$ cat src/design/oora_pkg.sv
package oora_pkg;

   // alarm level, one-hot
   typedef enum logic [3:0] {
      LV_NORMAL = 4'b0001,
      LV_HIGH   = 4'b0010,
      LV_LOW    = 4'b0100,
      LV_FAULT  = 4'b1000
   } level_type;

   typedef enum logic [2:0] {
      NK_TO_NORMAL = 3'd0,
      NK_TO_HIGH   = 3'd1,
      NK_TO_LOW    = 3'd2,
      NK_TO_FAULT  = 3'd3,
      NK_ESCALATE  = 3'd4,
      NK_ACKED     = 3'd5
   } note_kind_type;

   localparam logic [2:0] CMD_SAMPLE    = 3'd0;
   localparam logic [2:0] CMD_TICK      = 3'd1;
   localparam logic [2:0] CMD_ACK       = 3'd2;
   localparam logic [2:0] CMD_MAINT_ON  = 3'd3;
   localparam logic [2:0] CMD_MAINT_OFF = 3'd4;

   localparam logic [2:0] REG_HIGH_LIMIT      = 3'd0;
   localparam logic [2:0] REG_LOW_LIMIT       = 3'd1;
   localparam logic [2:0] REG_DEADBAND        = 3'd2;
   localparam logic [2:0] REG_DELAY           = 3'd3;
   localparam logic [2:0] REG_DELAY_TO_NORMAL = 3'd4;
   localparam logic [2:0] REG_ESCALATE_AFTER  = 3'd5;

   localparam logic [31:0] TIME_ALL_ONES = 32'hFFFF_FFFF;

   localparam logic [1:0] CODE_NORMAL = 2'd0;
   localparam logic [1:0] CODE_HIGH   = 2'd1;
   localparam logic [1:0] CODE_LOW    = 2'd2;
   localparam logic [1:0] CODE_FAULT  = 2'd3;

   typedef struct packed {
      logic signed [31:0] hi_lim;
      logic signed [31:0] lo_lim;
      logic        [30:0] deadband;
      logic        [31:0] delay_s;
      logic        [31:0] delay_to_normal_s;
      logic        [31:0] esc_wait_s;
   } cfg_type;

   typedef struct packed {
      level_type          current_level;
      level_type          notified_level;
      logic               pending_valid;
      level_type          pending_level;
      logic        [31:0] pending_since;
      logic        [31:0] alarm_since;
      logic        [31:0] latest_time;
      logic signed [31:0] latest_value;
      logic               unacked;
      logic               escalated;
      logic               maintenance;
   } alarm_state_type;

   typedef struct packed {
      logic        [2:0]  command;
      logic        [31:0] now_s;
      logic signed [31:0] sample_value;
      logic               bad_read;
   } req_word_type;

   localparam cfg_type CFG_RESET = '{
      hi_lim:            32'sh7FFF_FFFF,
      lo_lim:            32'sh8000_0000,
      deadband:          31'd0,
      delay_s:           32'd0,
      delay_to_normal_s: TIME_ALL_ONES,
      esc_wait_s:        32'd0
   };

   localparam alarm_state_type STATE_RESET = '{
      current_level:  LV_NORMAL,
      notified_level: LV_NORMAL,
      pending_valid:  1'b0,
      pending_level:  LV_NORMAL,
      pending_since:  32'd0,
      alarm_since:    32'd0,
      latest_time:    32'd0,
      latest_value:   32'sd0,
      unacked:        1'b0,
      escalated:      1'b0,
      maintenance:    1'b0
   };

   function automatic logic [1:0] level_code(level_type lv);
      logic [1:0] code;
      unique case (lv)
         LV_NORMAL: code = CODE_NORMAL;
         LV_HIGH:   code = CODE_HIGH;
         LV_LOW:    code = CODE_LOW;
         LV_FAULT:  code = CODE_FAULT;
         default:   code = CODE_NORMAL;
      endcase
      return code;
   endfunction

   function automatic note_kind_type level_note(level_type lv);
      note_kind_type nk;
      unique case (lv)
         LV_NORMAL: nk = NK_TO_NORMAL;
         LV_HIGH:   nk = NK_TO_HIGH;
         LV_LOW:    nk = NK_TO_LOW;
         LV_FAULT:  nk = NK_TO_FAULT;
         default:   nk = NK_TO_NORMAL;
      endcase
      return nk;
   endfunction

endpackage

$ cat src/design/oora_note_q.sv
module oora_note_q
   import oora_pkg::*;
#(
   parameter int MAX_NOTES = 3,
   localparam int NCW = $clog2(MAX_NOTES + 1),
   localparam int IW  = (MAX_NOTES > 1) ? $clog2(MAX_NOTES) : 1
) (
   input  logic                          clock,
   input  logic                          reset,
   input  logic                          push,
   input  logic          [NCW-1:0]       push_cnt,
   input  note_kind_type [MAX_NOTES-1:0] push_kinds,
   input  logic          [31:0]          push_stamp,
   input  logic signed   [31:0]          push_value,
   input  logic          [1:0]           push_level,
   output logic                          full,
   output logic                          rsp_valid,
   input  logic                          rsp_ready,
   output logic          [2:0]           rsp_note_kind,
   output logic          [31:0]          rsp_note_stamp,
   output logic signed   [31:0]          rsp_note_value,
   output logic          [1:0]           rsp_level_after,
   output logic                          rsp_last_note
);

   localparam int QDEPTH = 2;
   localparam int PW     = $clog2(QDEPTH);
   localparam int FW     = $clog2(QDEPTH + 1);

   // one entry per word, its notes drained in order
   note_kind_type [MAX_NOTES-1:0] kinds_ff [QDEPTH];
   logic          [NCW-1:0]       cnt_ff   [QDEPTH];
   logic          [31:0]          stamp_ff [QDEPTH];
   logic signed   [31:0]          value_ff [QDEPTH];
   logic          [1:0]           level_ff [QDEPTH];

   logic [PW-1:0] wr_ptr_ff, wr_ptr_in, rd_ptr_ff, rd_ptr_in;
   logic [FW-1:0] fill_ff, fill_in;
   logic [IW-1:0] idx_ff, idx_in;
   logic          pop_note, pop_item;

   assign full            = fill_ff == FW'(QDEPTH);
   assign rsp_valid       = fill_ff != '0;
   assign rsp_note_kind   = kinds_ff[rd_ptr_ff][idx_ff];
   assign rsp_note_stamp  = stamp_ff[rd_ptr_ff];
   assign rsp_note_value  = value_ff[rd_ptr_ff];
   assign rsp_level_after = level_ff[rd_ptr_ff];
   assign rsp_last_note   = (NCW'(idx_ff) + NCW'(1)) == cnt_ff[rd_ptr_ff];

   assign pop_note = rsp_valid && rsp_ready;
   assign pop_item = pop_note && rsp_last_note;

   always_comb begin
      wr_ptr_in = push ? wr_ptr_ff + PW'(1) : wr_ptr_ff;
      rd_ptr_in = pop_item ? rd_ptr_ff + PW'(1) : rd_ptr_ff;
      fill_in   = fill_ff;
      if (push && !pop_item) begin
         fill_in = fill_ff + FW'(1);
      end else if (!push && pop_item) begin
         fill_in = fill_ff - FW'(1);
      end
      if (pop_item) begin
         idx_in = '0;
      end else if (pop_note) begin
         idx_in = idx_ff + IW'(1);
      end else begin
         idx_in = idx_ff;
      end
   end

   always_ff @(posedge clock) begin
      if (reset) begin
         wr_ptr_ff <= '0;
         rd_ptr_ff <= '0;
         fill_ff   <= '0;
         idx_ff    <= '0;
      end else begin
         wr_ptr_ff <= wr_ptr_in;
         rd_ptr_ff <= rd_ptr_in;
         fill_ff   <= fill_in;
         idx_ff    <= idx_in;
      end
   end

   always_ff @(posedge clock) begin
      if (push) begin
         kinds_ff[wr_ptr_ff] <= push_kinds;
         cnt_ff[wr_ptr_ff]   <= push_cnt;
         stamp_ff[wr_ptr_ff] <= push_stamp;
         value_ff[wr_ptr_ff] <= push_value;
         level_ff[wr_ptr_ff] <= push_level;
      end
   end

endmodule

$ cat config.mk
export PLATFORM = sky130hd
export DESIGN_NAME = oora_note_q
export DESIGN_NICKNAME = d
export VERILOG_FILES = /design/src/design/oora_pkg.sv /design/src/design/oora_note_q.sv
export SDC_FILE = /design/constraint.sdc
export NUM_CORES = 1
export LEC_CHECK = 0
export CAP_MARGIN = 10
export CORE_MARGIN = 2
export CORE_UTILIZATION = 40
export DETAILED_ROUTE_END_ITERATION = 7
export DONT_BUFFER_PORTS = 1
export PLACE_DENSITY = 0.63
export RECOVER_POWER = 25
export SETUP_SLACK_MARGIN = 0.3
export SLEW_MARGIN = 10
export SYNTH_ARGS = -nofsm -noshare
export SYNTH_HDL_FRONTEND = slang
export SYNTH_SLANG_ARGS = --single-unit
export TNS_END_PERCENT = 30
$ cat constraint.sdc
create_clock -name clock -period 11.8 [get_ports clock]
set_clock_uncertainty 0.1 [all_clocks]
set_input_delay 2.36 -clock clock [delete_from_list [all_inputs] [get_ports clock]]
set_output_delay 2.36 -clock clock [all_outputs]
set_load 0.02 [all_outputs]
# Word level (Yosys, flattened, before mapping)
# Memories as Yosys holds them, arrays and structs flattened. A register that Yosys moved wholly into a read port is not among the register bits.
# Index checks and enable logic that the tools add are counted.
[word_totals]
regBits = 6
latchBits = 0
ram_bits = 154
mem_bits_ro = 0
input_bits = 81
wordCells = 42
mem_count = 5
[mem_list]
columns = ["memory", "words", "width", "rd", "rd_ports_with_merged_regs", "write_ports", "line_no", "rtl"]
rows = [
  ["stamp_ff", 2, 32, 1, 1, 1, "oora_note_q.sv:33", "logic [31:0] stamp_ff [QDEPTH];"],
  ["value_ff", 2, 32, 1, 1, 1, "oora_note_q.sv:34", "logic signed [31:0] value_ff [QDEPTH];"],
  ["kinds_ff", 2, 9, 1, 1, 1, "oora_note_q.sv:31", "note_kind_type [MAX_NOTES-1:0] kinds_ff [QDEPTH];"],
  ["cnt_ff", 2, 2, 1, 1, 1, "oora_note_q.sv:32", "logic [NCW-1:0] cnt_ff [QDEPTH];"],
  ["level_ff", 2, 2, 1, 1, 1, "oora_note_q.sv:35", "logic [1:0] level_ff [QDEPTH];"],
]
[op_classes]
addsub = 5
n_mul = 0
div = 0
magnitude_cmp = 1
eq_ne = 2
shifts = 0
mux = 16
bitwise = 0
n_reduce_logical = 9
[ops]
columns = ["op", "n"]
rows = [
  ["1-bit two-way mux", 12],
  ["3-bit binary-select mux with 2-bit select", 1],
  ["2-bit by 1-bit adder with 2-bit output, second input constant", 2],
  ["1-bit logical AND", 4],
  ["2-bit two-way mux", 2],
  ["2-bit nonzero test", 2],
  ["2-bit by 3-bit < comparator with 1-bit output, second input constant", 1],
  ["3-bit two-way mux", 1],
  ["1-bit adder, second input constant", 2],
  ["2-bit == test", 1],
  ["2-bit == test, second input constant", 1],
  ["1-bit zero test", 2],
  ["2-bit OR reduction", 1],
  ["2-bit by 1-bit subtractor with 2-bit output, second input constant", 1],
]

# Depth between registers and ports, before layout
[depth]
depth_word = 6
depth_mapped = 9

# Worst setup path before layout
# OpenSTA, ideal clock, no wires.
[synth_path]
kind = "input to register"
from = "in push"
to = "mem cnt_ff[0][0] (netlist bit) (enable)"
setup_time_ps = 522
t_arrival_ps = 5730
required_ps = 11178
slack_ps = 5448
stages = 1
n_path_buf = 0
path_cell_list = "nor2b_1"
[synth_between]
elab_chain_cells = 2
[synth_rtl]
columns = ["element", "line_no", "rtl"]
rows = [
  ["start: declaration", "oora_note_q.sv:10", "input logic push,"],
  ["1-bit two-way mux", "oora_note_q.sv:86", "if (push) begin"],
  ["1-bit two-way mux (implied by the code)", "oora_note_q.sv:88", "cnt_ff[wr_ptr_ff] <= push_cnt;"],
  ["end: declaration", "oora_note_q.sv:32", ""],
]
# Every way passes these cells.

==> impl_metrics.csv <==
group,metric,value,unit
clock_tree,ctsResizeCount,0,
timing,fin_crit_sh,41.7,%
floorplan,coreArea,14500,um2
setup_path,cp_data_arrival_time,2.46,ns
clock_tree,cts_buffers,17,
clock_tree,clkLatencyLatePin,0.41,ns
setup_path,cpMaxStageDelayCell,"dfxtp_4",
setup_path,crit_path_max_fanout,74,
setup_path,worstSetupPathType,"reg -> out",
finish,antenna-diode-count,0,
floorplan,dieArea,15800,um2
finish,area_growth,13.1,%
synthesis,syn-num-nets,366,
synthesis,synthTopCellsByArea,"edfxtp_1, mux2_2, dfxtp_1, mux4_2, mux2i_1",
power,report.power.total,1320,uW
power,clkPwrFrac,39.6,%
grt,grt_usage,12.6,%
setup_path,cp-end-kind,"output port",
placement,dp_hpwl,5940,um
power,pwr-share-seq,51.9,%
clock_tree,cts.sinks,161,
timing,slew_viol_final,0,
synthesis,avgSynthCellArea,20.8,um2
setup_path,r2r_cells,7,
placement,io_buffers,0,
hold_path,holdPathStages,2,
setup_path,crit_path_cell_trace,"mux2_2 -> xnor2_1 -> nor2_1",
clock_tree,cts_max_path_buffers,2,
timing,relSlewSlack,27.6,%
setup_path,worstSetupEndpoint,"rsp_last_note",
drt,avgViaCountPerCell,5.08,
clock_tree,cts-root-buf,"clkbuf_16",
flow_run,max_cap_violations,0,
drt,vias,2497,
synthesis,yosysTopAreaCellShare,78.2,%
placement,gp_congestion,0.732,
synthesis,yosys_warnings,0,
floorplan,rows,44,
timing,hold_violations,0,
setup_path,path_buf_inv,0,
drt,drc,0,
clock_tree,cts_tree,"yes",
synthesis,yosys.cell_types.count,27,
synthesis,synth_seq_area_share,80.6,%
grt,grt_pass1_vias,2796,
grt,grt_antenna_before_repair,0,
synthesis,yosys.area.top_type,"edfxtp_1",
drt,wl_per_cell,19.5,um
floorplan,die_h,126,um
floorplan,die_w,126,um
drt,routed_wl,9570,um
setup_path,r2r_slack,8.66,ns
setup_path,crit_cells,3,
grt,grt_max_degree,78,
power,powerDensity,198,nW/um2
synthesis,ys_seq_elements,161,
setup_path,start_kind,"flop",
hold_path,hold_path_class,"reg -> reg",
setup_path,critPathMaxStageDelay,1.03,ns
power,p_int,1020,uW
finish,drive_gt1_share,33.8,%
drt,initialDrtViolationCount,137,
finish,fin_nets,377,
drt,ant_nets,0,
floorplan,initial_core_util,40.8,%
finish,fill_cells,1228,
synthesis,synth_area,5910,um2
timing,setup_viol,0,
timing,max_freq,203,MHz
power,p_comb_share,8.5,%
power,p_leak,0.00215,uW
floorplan,ioPinCount,153,
timing,period_minus_slack,4.92,ns
setup_path,path_delay_family,"flip-flops",
timing,setup_tns,0,ns
clock_tree,postCtsHoldBufs,0,
setup_path,cp_data_required_time,9.34,ns
run_status,outcome,"complete, no violations",
clock_tree,post_cts_buffers,0,
power,switching_share,23.1,%
grt,grt_overflow_total,0,
timing,worst_slew_pin_slew,1.08,ns
synthesis,postSynthCellCount,284,
drt,dr.pass1.iters,4,
power,p_sw,305,uW
timing,rsz0062_at_grt,"no",
clock_tree,cts.htree.levels,4,
clock_tree,path_clk_slew,0.06,ns
power,peakVddDrop,0.142,mV
grt,grt_pass1_wl,14900,um
setup_path,r2r-end,"fill_ff[1]",
[power by group through the flow]
stage / clock [uW] / sequential, uW / combinational, uW
after floorplan: 0 / 687 / 108
after global placement: 0 / 697 / 114
after detailed placement: 0 / 699 / 115
after CTS: 539 / 687 / 116
after global routing: 558 / 691 / 121
final: 523 / 686 / 113
[how the worst min path moves through the flow]
stage	startpoint	slack, ns	to
finish	rd_ptr_ff	0.39	rd_ptr_ff
global route	rd_ptr_ff	0.41	rd_ptr_ff
CTS	rd_ptr_ff	0.39	rd_ptr_ff
detailed placement	rd_ptr_ff	0.38	flop
global placement	rd_ptr_ff	0.38	rd_ptr_ff
floorplan	rd_ptr_ff	0.36	flop
[area by class of cell]
| class | count | area (um2) | area share, % |
|---|---|---|---|
| inverter | 4 | 15.0 | 0.224 |
| clock buffer | 19 | 433 | 6.47 |
| sequential | 161 | 4770 | 71.3 |
| multi-input combinational | 110 | 1100 | 16.4 |
| tap | 184 | 230 | 3.44 |
| clock inverter | 13 | 138 | 2.06 |
| timing repair buffer | 1 | 7.51 | 0.112 |
[Yosys cell counts]
cell type,number
edfxtp_1,154
mux2_2,67
dfxtp_1,7
clkbuf_1,5
a21oi_1,4
inv_1,4
mux2i_1,4
nor2_1,4
buf_2,3
mux4_2,3
nand2_1,3
o21ai_0,3
o22ai_1,3
xnor2_1,3
xor2_1,3
and2_1,2
nor2b_1,2
a311oi_1,1
a31oi_1,1
buf_6,1
ha_1,1
nand2b_1,1
o21bai_1,1
o31ai_1,1
or2_2,1
or3_1,1
or4_1,1
[sequential cells by signal, indices dropped and copies added (netlist names), named ones only]
signal and count:
fill_ff 2, level_ff 4, stamp_ff 64, value_ff 64, rd_ptr_ff 1, cnt_ff 4
idx_ff 2, kinds_ff 18, wr_ptr_ff 1
[kinds of logic (layout without fill, tap and decap cells)]
| group | Yosys count | after routing | synth area share (%) |
|---|---|---|---|
| flops | 161 | 161 | 80.6 |
| mux | 74 | 74 | 14.6 |
| simple gates | 15 | 15 | 1.31 |
| compound gates | 14 | 14 | 1.42 |
| buf+inv | 13 | 37 | 1.02 |
| xor+xnor | 6 | 6 | 0.889 |
| fa+ha+maj | 1 | 1 | 0.212 |
[per-stage QoR]
step                      util, %  instances  setup WS [ns]  instance area (um2)  hold WS, ns
final                        46.2        492           6.88                 6690        0.393
after global routing         46.2        492           6.67                 6690        0.406
after CTS                    46.2        492           6.80                 6690        0.391
after detailed placement     42.3        460           7.26                 6120        0.377
after global placement       42.3        460           7.29                 6120        0.375
after floorplan                 -        284           5.45                 5910        0.356
[worst reg2reg max path: stages (launching register included)]
cell and delay [ns]:
dfxtp_4 1.03, mux2_2 0.47, xnor2_1 0.18, nor2_1 0.39, nand2_1 0.11, ha_1 0.33
or3_1 0.35, a21oi_1 0.13
[cells in the final DEF (no fill, tap or decap), drive strengths merged, types with 3 or more instances in the layout]
cell type  netlist  layout
edfxtp         154     154
mux2i            4       4
nor2             4       4
clkbuf           5      19
xnor2            3       3
a21oi            4       4
xor2             3       3
o21ai            3       3
inv              4       6
nand2            3       3
dfxtp            7       7
o22ai            3       3
clkinv           0       7
mux4             3       3
mux2            67      67
[layer usage]
metal / GRT usage (%) / share of wire, % / vias to the layer above
li1: - / - / 1138
met1: 12.3 / 35 / 1254
met2: 21.6 / 53 / 93
met3: 7.23 / 10 / 12
met4: 5.69 / 1.6 / 0
met5: 0 / 0 / -
Power figures use the tool's default switching activity.
